**config.mk**
```make
export PLATFORM = sky130hd
export DESIGN_NAME = cosine_similarity_unit_core
export DESIGN_NICKNAME = d
export VERILOG_FILES = /design/src/hw/rtl/csu_pkg.sv /design/src/hw/rtl/csu_mul.sv /design/src/hw/rtl/csu_cmpsub.sv /design/src/hw/rtl/cosine_similarity_unit_core.sv
export SDC_FILE = /design/constraint.sdc
export NUM_CORES = 2
export LEC_CHECK = 0
export BUFFER_PORTS_ARGS = -buffer_cell sky130_fd_sc_hd__buf_4
export CAP_MARGIN = 0
export CORE_MARGIN = 5
export CORE_UTILIZATION = 50
export DETAILED_ROUTE_END_ITERATION = 10
export PLACE_DENSITY_LB_ADDON = 0.3
export SLEW_MARGIN = 20
export SYNTH_ARGS = -nofsm -noshare
export SYNTH_HDL_FRONTEND = slang
export SYNTH_SLANG_ARGS = --single-unit
```
**constraint.sdc**
```tcl
create_clock -name clk -period 14.3 [get_ports clk]
set_clock_uncertainty 0.1 [all_clocks]
set_input_delay 2.86 -clock clk [delete_from_list [all_inputs] [get_ports clk]]
set_output_delay 2.86 -clock clk [all_outputs]
set_load 0.1 [all_outputs]
```
**src/hw/rtl/csu_pkg.sv**
```systemverilog
`default_nettype none
package csu_pkg;

  localparam int ELEM_WIDTH_DEF = 16;
  localparam int ACC_W          = 48;
  localparam int HALF_W         = ACC_W / 2;
  localparam int WIDE_W         = 2 * ACC_W;
  localparam int SIM_W          = 16;
  localparam int QT_W           = 2 * (SIM_W - 1);
  localparam int CNT_W          = 5;
  localparam int PP_CNT         = 8;

  localparam logic [1:0] POS_LO  = 2'd0;
  localparam logic [1:0] POS_MID = 2'd1;
  localparam logic [1:0] POS_HI  = 2'd2;

  typedef enum logic [3:0] {
    S_IDLE,
    S_MUL_BB,
    S_MUL_AB,
    S_SETTLE,
    S_CHECK,
    S_MUL_WIDE,
    S_DRAIN,
    S_CMP,
    S_DIV,
    S_SQRT,
    S_DONE
  } csu_state_t;

  typedef enum logic [2:0] {
    ACC_NONE,
    ACC_SA,
    ACC_SB,
    ACC_DOT,
    ACC_P,
    ACC_R
  } acc_sel_t;

  typedef struct packed {
    acc_sel_t   sel;
    logic [1:0] pos;
  } mul_tag_t;

endpackage
`default_nettype wire

```
**src/hw/rtl/csu_mul.sv**
```systemverilog
`default_nettype none
module csu_mul #(
  parameter int MUL_W = 25
) (
  input  wire logic                         clk,
  input  wire logic                         rst_n,
  input  wire logic                         en,
  input  wire logic signed [MUL_W-1:0]      op_a,
  input  wire logic signed [MUL_W-1:0]      op_b,
  input  wire csu_pkg::mul_tag_t            tag_in,
  output logic signed [2*MUL_W-1:0]         prod_r,
  output csu_pkg::mul_tag_t                 tag_r
);
  import csu_pkg::*;

  logic signed [2*MUL_W-1:0] prod;

  assign prod = op_a * op_b;

  always_ff @(posedge clk) begin
    if (!rst_n) begin
      tag_r <= '{sel: ACC_NONE, pos: POS_LO};
    end else if (en) begin
      tag_r <= tag_in;
    end else begin
      tag_r <= '{sel: ACC_NONE, pos: POS_LO};
    end
  end

  always_ff @(posedge clk) begin
    if (en) begin
      prod_r <= prod;
    end
  end

endmodule
`default_nettype wire

```
**src/hw/rtl/csu_cmpsub.sv**
```systemverilog
`default_nettype none
module csu_cmpsub (
  input  wire logic [csu_pkg::WIDE_W-1:0] a,
  input  wire logic [csu_pkg::WIDE_W-1:0] b,
  output logic      [csu_pkg::WIDE_W-1:0] diff,
  output logic                            ge
);
  import csu_pkg::*;

  logic [WIDE_W:0] full;

  assign full = {1'b0, a} - {1'b0, b};
  assign diff = full[WIDE_W-1:0];
  assign ge   = ~full[WIDE_W];

endmodule
`default_nettype wire

```
**src/hw/rtl/cosine_similarity_unit_core.sv**
```systemverilog
// Streaming cosine similarity. Element pairs (signed Q4.12) enter on the in_ stream, with
// in_tlast on the final pair; one result per vector pair leaves on the out_ stream as signed
// Q1.15 in out_tdata, clamped to 32767 at the top, with out_tuser set (and a result of 0) when
// either vector is all zeros. A single multiplier forms a*a, b*b and a*b in turn, so
// in_tready is high only between pairs. The last pair then runs a closing sequence on the same
// multiplier and one shared 96-bit compare/subtract unit: settle and check, 8 partial
// products and a drain for the two 96-bit products, a compare (which ends early when the
// cosine is at least 1.0), 30 steps of restoring division and 15 steps of square root,
// then the hand-off of the result to the output register. A zero vector or a zero dot
// product skips that sequence. The output register holds one result while the next vector
// streams in. Accumulators saturate at their 48-bit signed limits.
`default_nettype none
module cosine_similarity_unit_core #(
  parameter int ELEM_WIDTH = csu_pkg::ELEM_WIDTH_DEF
) (
  input  wire logic                                  clk,
  input  wire logic                                  rst_n,
  input  wire logic                                  in_tvalid,
  output logic                                       in_tready,
  // elem_a, elem_b
  input  wire logic [((2*ELEM_WIDTH+7)/8)*8-1:0]     in_tdata,
  input  wire logic                                  in_tlast,
  output logic                                       out_tvalid,
  input  wire logic                                  out_tready,
  // similarity
  output logic [csu_pkg::SIM_W-1:0]                  out_tdata,
  // zero_magnitude
  output logic                                       out_tuser
);
  import csu_pkg::*;

  localparam int MUL_W = (ELEM_WIDTH > HALF_W) ? ELEM_WIDTH : HALF_W + 1;
  localparam int PROD_W = 2 * MUL_W;
  localparam int SUM_W = ((PROD_W > ACC_W) ? PROD_W : ACC_W) + 1;
  localparam logic signed [ACC_W-1:0] ACC_MAX = {1'b0, {(ACC_W-1){1'b1}}};
  localparam logic signed [ACC_W-1:0] ACC_MIN = {1'b1, {(ACC_W-1){1'b0}}};

  function automatic logic signed [ACC_W-1:0] sat_acc(
    input logic signed [ACC_W-1:0]  acc,
    input logic signed [PROD_W-1:0] p
  );
    logic signed [SUM_W-1:0] sum;
    sum = SUM_W'(acc) + SUM_W'(p);
    if (sum > SUM_W'(ACC_MAX)) begin
      sat_acc = ACC_MAX;
    end else if (sum < SUM_W'(ACC_MIN)) begin
      sat_acc = ACC_MIN;
    end else begin
      sat_acc = sum[ACC_W-1:0];
    end
  endfunction

  csu_state_t state_r, state_nxt;

  logic signed [ELEM_WIDTH-1:0] in_a, in_b;
  logic signed [ELEM_WIDTH-1:0] elem_a_r, elem_a_nxt, elem_b_r, elem_b_nxt;
  logic                         last_r, last_nxt;
  logic signed [ACC_W-1:0]      sa_r, sa_nxt, sb_r, sb_nxt, dot_r, dot_nxt;
  logic [ACC_W-1:0]             d_r, d_nxt;
  logic                         neg_r, neg_nxt;
  logic [WIDE_W-1:0]            p_r, p_nxt, r_r, r_nxt;
  logic [CNT_W-1:0]             cnt_r, cnt_nxt;
  logic [QT_W-1:0]              qt_r, qt_nxt;
  logic [QT_W:0]                res_r, res_nxt, one_r, one_nxt;
  logic [QT_W:0]                root_sum, res_step;
  logic [SIM_W-1:0]             res_sim_r, res_sim_nxt;
  logic                         res_zero_r, res_zero_nxt;
  logic [SIM_W-1:0]             out_data_r, out_data_nxt;
  logic                         out_zero_r, out_zero_nxt;
  logic                         out_valid_r, out_valid_nxt;

  logic                         in_accept;
  logic                         mul_en;
  logic signed [MUL_W-1:0]      mul_a, mul_b;
  mul_tag_t                     mul_tag, tag_r;
  logic signed [PROD_W-1:0]     prod_r;
  logic [WIDE_W-1:0]            wide_add;
  logic [ACC_W-1:0]             mul_src_x, mul_src_y;
  logic [WIDE_W-1:0]            cmp_a, cmp_b, cmp_diff;
  logic                         cmp_ge;
  logic                         fin;
  logic [SIM_W-1:0]             q_fin;

  assign in_a      = in_tdata[ELEM_WIDTH-1:0];
  assign in_b      = in_tdata[2*ELEM_WIDTH-1:ELEM_WIDTH];
  assign in_tready = (state_r == S_IDLE);
  assign in_accept = in_tvalid && in_tready;
  assign out_tvalid = out_valid_r;
  assign out_tdata  = out_data_r;
  assign out_tuser  = out_zero_r;

  csu_mul #(
    .MUL_W (MUL_W)
  ) u_mul (
    .clk    (clk),
    .rst_n  (rst_n),
    .en     (mul_en),
    .op_a   (mul_a),
    .op_b   (mul_b),
    .tag_in (mul_tag),
    .prod_r (prod_r),
    .tag_r  (tag_r)
  );

  csu_cmpsub u_cmpsub (
    .a    (cmp_a),
    .b    (cmp_b),
    .diff (cmp_diff),
    .ge   (cmp_ge)
  );

  // partial product placed at its weight
  always_comb begin
    case (tag_r.pos)
      POS_LO:  wide_add = WIDE_W'(prod_r[ACC_W-1:0]);
      POS_MID: wide_add = WIDE_W'(prod_r[ACC_W-1:0]) << HALF_W;
      default: wide_add = WIDE_W'(prod_r[ACC_W-1:0]) << ACC_W;
    endcase
  end

  always_comb begin
    state_nxt     = state_r;
    elem_a_nxt    = elem_a_r;
    elem_b_nxt    = elem_b_r;
    last_nxt      = last_r;
    sa_nxt        = sa_r;
    sb_nxt        = sb_r;
    dot_nxt       = dot_r;
    d_nxt         = d_r;
    neg_nxt       = neg_r;
    p_nxt         = p_r;
    r_nxt         = r_r;
    cnt_nxt       = cnt_r;
    qt_nxt        = qt_r;
    res_nxt       = res_r;
    one_nxt       = one_r;
    res_sim_nxt   = res_sim_r;
    res_zero_nxt  = res_zero_r;
    out_data_nxt  = out_data_r;
    out_zero_nxt  = out_zero_r;
    out_valid_nxt = out_valid_r;
    mul_en        = 1'b0;
    mul_a         = '0;
    mul_b         = '0;
    mul_tag       = '{sel: ACC_NONE, pos: POS_LO};
    mul_src_x     = '0;
    mul_src_y     = '0;
    cmp_a         = '0;
    cmp_b         = '0;
    root_sum      = res_r + one_r;
    res_step      = res_r >> 1;
    fin           = 1'b0;
    q_fin         = '0;

    case (tag_r.sel)
      ACC_SA:  sa_nxt = sat_acc(sa_r, prod_r);
      ACC_SB:  sb_nxt = sat_acc(sb_r, prod_r);
      ACC_DOT: dot_nxt = sat_acc(dot_r, prod_r);
      ACC_P:   p_nxt = p_r + wide_add;
      ACC_R:   r_nxt = r_r + wide_add;
      default: ;
    endcase

    if (out_valid_r && out_tready) begin
      out_valid_nxt = 1'b0;
    end

    case (state_r)
      S_IDLE: begin
        if (in_accept) begin
          elem_a_nxt = in_a;
          elem_b_nxt = in_b;
          last_nxt   = in_tlast;
          mul_en     = 1'b1;
          mul_a      = MUL_W'(in_a);
          mul_b      = MUL_W'(in_a);
          mul_tag    = '{sel: ACC_SA, pos: POS_LO};
          state_nxt  = S_MUL_BB;
        end
      end
      S_MUL_BB: begin
        mul_en    = 1'b1;
        mul_a     = MUL_W'(elem_b_r);
        mul_b     = MUL_W'(elem_b_r);
        mul_tag   = '{sel: ACC_SB, pos: POS_LO};
        state_nxt = S_MUL_AB;
      end
      S_MUL_AB: begin
        mul_en    = 1'b1;
        mul_a     = MUL_W'(elem_a_r);
        mul_b     = MUL_W'(elem_b_r);
        mul_tag   = '{sel: ACC_DOT, pos: POS_LO};
        state_nxt = last_r ? S_SETTLE : S_IDLE;
      end
      S_SETTLE: begin
        state_nxt = S_CHECK;
      end
      S_CHECK: begin
        if (sa_r[ACC_W-1] || sa_r == '0 || sb_r[ACC_W-1] || sb_r == '0) begin
          res_sim_nxt  = '0;
          res_zero_nxt = 1'b1;
          state_nxt    = S_DONE;
        end else if (dot_r == '0) begin
          res_sim_nxt  = '0;
          res_zero_nxt = 1'b0;
          state_nxt    = S_DONE;
        end else begin
          neg_nxt   = dot_r[ACC_W-1];
          d_nxt     = dot_r[ACC_W-1] ? ('0 - dot_r) : dot_r;
          p_nxt     = '0;
          r_nxt     = '0;
          cnt_nxt   = '0;
          state_nxt = S_MUL_WIDE;
        end
      end
      S_MUL_WIDE: begin
        // sa*sb into p, then d*d into r, from 24-bit halves
        mul_src_x = cnt_r[2] ? d_r : sa_r;
        mul_src_y = cnt_r[2] ? d_r : sb_r;
        mul_en    = 1'b1;
        case (cnt_r[1:0])
          2'd0: begin
            mul_a   = MUL_W'({1'b0, mul_src_x[HALF_W-1:0]});
            mul_b   = MUL_W'({1'b0, mul_src_y[HALF_W-1:0]});
            mul_tag = '{sel: (cnt_r[2] ? ACC_R : ACC_P), pos: POS_LO};
          end
          2'd1: begin
            mul_a   = MUL_W'({1'b0, mul_src_x[HALF_W-1:0]});
            mul_b   = MUL_W'({1'b0, mul_src_y[ACC_W-1:HALF_W]});
            mul_tag = '{sel: (cnt_r[2] ? ACC_R : ACC_P), pos: POS_MID};
          end
          2'd2: begin
            mul_a   = MUL_W'({1'b0, mul_src_x[ACC_W-1:HALF_W]});
            mul_b   = MUL_W'({1'b0, mul_src_y[HALF_W-1:0]});
            mul_tag = '{sel: (cnt_r[2] ? ACC_R : ACC_P), pos: POS_MID};
          end
          default: begin
            mul_a   = MUL_W'({1'b0, mul_src_x[ACC_W-1:HALF_W]});
            mul_b   = MUL_W'({1'b0, mul_src_y[ACC_W-1:HALF_W]});
            mul_tag = '{sel: (cnt_r[2] ? ACC_R : ACC_P), pos: POS_HI};
          end
        endcase
        if (cnt_r == CNT_W'(PP_CNT - 1)) begin
          cnt_nxt   = '0;
          state_nxt = S_DRAIN;
        end else begin
          cnt_nxt = cnt_r + CNT_W'(1);
        end
      end
      S_DRAIN: begin
        state_nxt = S_CMP;
      end
      S_CMP: begin
        // d^2 >= P means the cosine is at least 1.0
        cmp_a = r_r;
        cmp_b = p_r;
        if (cmp_ge) begin
          fin   = 1'b1;
          q_fin = {1'b1, {(SIM_W-1){1'b0}}};
        end else begin
          cnt_nxt   = '0;
          qt_nxt    = '0;
          state_nxt = S_DIV;
        end
      end
      S_DIV: begin
        // floor(d^2 * 2^30 / P), one bit per cycle
        cmp_a = {r_r[WIDE_W-2:0], 1'b0};
        cmp_b = p_r;
        if (cmp_ge) begin
          r_nxt  = cmp_diff;
          qt_nxt = {qt_r[QT_W-2:0], 1'b1};
        end else begin
          r_nxt  = cmp_a;
          qt_nxt = {qt_r[QT_W-2:0], 1'b0};
        end
        if (cnt_r == CNT_W'(QT_W - 1)) begin
          cnt_nxt   = '0;
          res_nxt   = '0;
          one_nxt   = (QT_W+1)'(1) << (QT_W - 2);
          state_nxt = S_SQRT;
        end else begin
          cnt_nxt = cnt_r + CNT_W'(1);
        end
      end
      S_SQRT: begin
        cmp_a = WIDE_W'(qt_r);
        cmp_b = WIDE_W'(root_sum);
        if (cmp_ge) begin
          qt_nxt   = cmp_diff[QT_W-1:0];
          res_step = (res_r >> 1) + one_r;
        end
        res_nxt = res_step;
        one_nxt = one_r >> 2;
        if (cnt_r == CNT_W'(SIM_W - 2)) begin
          fin   = 1'b1;
          q_fin = res_step[SIM_W-1:0];
        end else begin
          cnt_nxt = cnt_r + CNT_W'(1);
        end
      end
      S_DONE: begin
        if (!out_valid_r || out_tready) begin
          out_data_nxt  = res_sim_r;
          out_zero_nxt  = res_zero_r;
          out_valid_nxt = 1'b1;
          sa_nxt        = '0;
          sb_nxt        = '0;
          dot_nxt       = '0;
          state_nxt     = S_IDLE;
        end
      end
      default: begin
        state_nxt = S_IDLE;
      end
    endcase

    if (fin) begin
      if (neg_r) begin
        res_sim_nxt = '0 - q_fin;
      end else if (q_fin[SIM_W-1]) begin
        res_sim_nxt = {1'b0, {(SIM_W-1){1'b1}}};
      end else begin
        res_sim_nxt = q_fin;
      end
      res_zero_nxt = 1'b0;
      state_nxt    = S_DONE;
    end
  end

  always_ff @(posedge clk) begin
    if (!rst_n) begin
      state_r     <= S_IDLE;
      out_valid_r <= 1'b0;
      sa_r        <= '0;
      sb_r        <= '0;
      dot_r       <= '0;
    end else begin
      state_r     <= state_nxt;
      out_valid_r <= out_valid_nxt;
      sa_r        <= sa_nxt;
      sb_r        <= sb_nxt;
      dot_r       <= dot_nxt;
    end
  end

  always_ff @(posedge clk) begin
    elem_a_r   <= elem_a_nxt;
    elem_b_r   <= elem_b_nxt;
    last_r     <= last_nxt;
    d_r        <= d_nxt;
    neg_r      <= neg_nxt;
    p_r        <= p_nxt;
    r_r        <= r_nxt;
    cnt_r      <= cnt_nxt;
    qt_r       <= qt_nxt;
    res_r      <= res_nxt;
    one_r      <= one_nxt;
    res_sim_r  <= res_sim_nxt;
    res_zero_r <= res_zero_nxt;
    out_data_r <= out_data_nxt;
    out_zero_r <= out_zero_nxt;
  end

endmodule
`default_nettype wire

```
==> flow_metrics.tcl <==
set metrics [dict create \
    synth_top_area_frac 0.173 \
    worstPathRequired_ns 14.65 \
    port_buffers 55 \
    cts_buffers 77 \
    grt_pass1_vias 67541 \
    drc 0 \
    slew_headroom 0.149 \
    maxSlewViolCount 0 \
    period_needed_ns 12.57 \
    syn_area_per_cell_sq_um 8.23 \
    synthCells 9332 \
    syn_area_sq_um 76800 \
    max_freq_ghz 0.0796 \
    die_h_um 402 \
    first_iter_violations 7900 \
    crit_start "in_tvalid" \
    post_cts_buffers 0 \
    row_count 143 \
    antenna_found_initial 13 \
    crit_path_end_kind "register" \
    drv_cap 0 \
    synth_nets 10649 \
    min-delay-start "res_sim_r[2]" \
    crit_type "input pin to register" \
    start_util 0.504 \
    rr_startpoint "state_r[1]" \
    status "completed" \
    post-route-cell-area_sq_um 81700 \
    fin_setup_tns_ns 0 \
    vias_per_cell 6.36 \
    final_cell_count_no_fill 11236 \
    dp_hpwl_mm 213 \
    io-pin-count 56 \
    root_buffer "clkbuf_16" \
    grt_max_degree 128 \
    h-tree-depth 3 \
    cp_slowest_stage_delay_ns 1.05 \
    via_count 71447 \
    clk_latency_ns 0.70 \
    synthFlopType "dfxtp_1" \
    synthTopCellsByArea "fa_1 17%, ha_1 10%, edfxtp_1 9.6%" \
    netlist_top_cells_count "1,036 x nand2_1, 853 x inv_1, 795 x a21oi_1" \
    clockBufferDepth 3 \
    ant_nets 0 \
    crit_fanout 23 \
    setup_viol 0 \
    die_area_sq_um 162000 \
    period_share 0.879 \
    final_core_util 0.536 \
    start_kind "input pin" \
    grt_pass1_wl_mm 414 \
    post_drt_wl_per_cell_um 24.5 \
    nNetsFinal 10433 \
    grt_setup_unrepaired "false" \
    area_growth_pct 6.38 \
    synthArstFlopShare 0 \
    worst_pin_slew_ns 1.24 \
    crit_top_cell "fa_1" \
    cp_slowest_cell "nand2_1" \
    clkTransAtPathRegs_ns 0.05 \
    ys_types 101 \
    core-area_sq_um 152000 \
    overflow 0 \
    die_x_um 402 \
    place.gp.congestion 1.04 \
    synth_seq_cells 593 \
    place_inst 11067 \
    synth_largest_area_cell "fa_1" \
    place_area_sq_um 79200 \
    dr.pass1.iters 7 \
    worstPathArrival_ns 12.92 \
    yosysMostFrequentCell "nand2_1" \
    cts_tree "done" \
    drive_gt1_frac 0.0511 \
    clkSinkCount 593 \
    wirelength_mm 275 \
    track_usage 0.329 \
    synth_edf_count 246 \
    synth_seq_area_share 0.187 \
    hold_viol 0 \
    cts-resized-gates 0 \
    ys_warn_count 0 \
    nFillCells 14289 \
    cts_hold_buf 0 \
    hp-class "register to register" \
]
-- cells in the final DEF, fill, tap and decap left out, types with 65 or more instances in the layout --
| master | synthesis | routed |
|---|---|---|
| and3_1 | 84 | 82 |
| o21ai_0 | 581 | 580 |
| a31oi_1 | 93 | 90 |
| and2_1 | 101 | 101 |
| a21oi_1 | 795 | 791 |
| nand4_1 | 107 | 107 |
| xnor2_1 | 355 | 355 |
| xor2_1 | 195 | 195 |
| ha_1 | 616 | 616 |
| mux2i_1 | 70 | 70 |
| a21o_1 | 314 | 314 |
| nor3_1 | 122 | 119 |
| nor2_1 | 731 | 720 |
| nand3_1 | 134 | 133 |
| buf_4 | 4 | 184 |
| nand2_1 | 1036 | 1032 |
| clkbuf_16 | 0 | 77 |
| nor2b_1 | 65 | 65 |
| dfxtp_1 | 347 | 345 |
| nand2b_1 | 140 | 140 |
| edfxtp_1 | 246 | 246 |
| a22o_1 | 124 | 124 |
| inv_1 | 853 | 853 |
| o22ai_1 | 162 | 162 |
| o21bai_1 | 98 | 98 |
| fa_1 | 664 | 664 |
-- worst max-delay path, delay by kind of cell --
family | cells | cell delay, ns
adders and majority gates | 8 | 3.80
and+or+nand+nor | 8 | 2.72
AOI/OAI and AO/OA | 7 | 2.05
buffers and inverters | 8 | 1.34
xor gates and xnor gates | 1 | 0.08
-- routing by layer --
layer / global-route usage / wire [um] / share of wire
met3: 0.0798 / 30200 / 0.11
met1: 0.450 / 112000 / 0.41
met2: 0.485 / 116000 / 0.42
met5: 0 / 0 / 0
met4: 0.171 / 17200 / 0.062
-- kinds of logic (layout without fill, tap and decap cells) --
kind of cell	after synthesis	after routing	synth area share
AND/OR/NAND/NOR	2735	2735	0.164
flip-flops	593	593	0.187
other	0	27	0
buffers and inverters	1337	1184	0.0663
adder cells (fa/ha/maj)	1280	1280	0.273
multiplexers	124	124	0.0241
AO/OA/AOI/OAI	2713	2713	0.224
XOR/XNOR	550	550	0.0627
-- sequential cells by signal (all words and copies together), names as in the netlist, 5 cells and up --
name          cells
one_r            15
r_r              96
cnt_r             5
out_tdata        16
u_mul.prod_r     50
sb_r             48
u_mul.tag_r       5
sa_r             48
res_sim_r        16
elem_b_r         16
elem_a_r         16
res_r            31
qt_r             30
p_r              96
dot_r            48
d_r              48
-- area by class of cell --
| cell class | count | area [sq um] | area share |
|---|---|---|---|
| Multi-Input combinational cell | 7402 | 57600 | 0.705 |
| Sequential cell | 593 | 14300 | 0.175 |
| Inverter | 856 | 3220 | 0.0394 |
| Tap cell | 2030 | 2540 | 0.0311 |
| Clock buffer | 107 | 2080 | 0.0254 |
| Timing Repair Buffer | 186 | 1420 | 0.0174 |
| Clock inverter | 35 | 430 | 0.00527 |
| Antenna cell | 27 | 67.6 | 0.000827 |
-- metrics by stage --
stage                     hold slack (ns)  setup WS [ns]
after floorplan                     0.300          0.998
after global placement              0.303           1.58
after detailed placement            0.305           1.43
after CTS                           0.318           2.14
after global routing                0.333           1.27
final                               0.317           1.73
-- path summary, 6_finish.rpt --
check,to,slack (ns),cells after the start
max,u_mul.prod_r[49],1.73,32
min reg2reg,out_tdata[2],0.32,0
max reg2reg,u_mul.prod_r[49],2.54,32
min,out_tdata[2],0.32,0
Power is left out: the tool's default activity adds up to more than one toggle a clock period on the data nets, which glitch-free logic cannot reach.
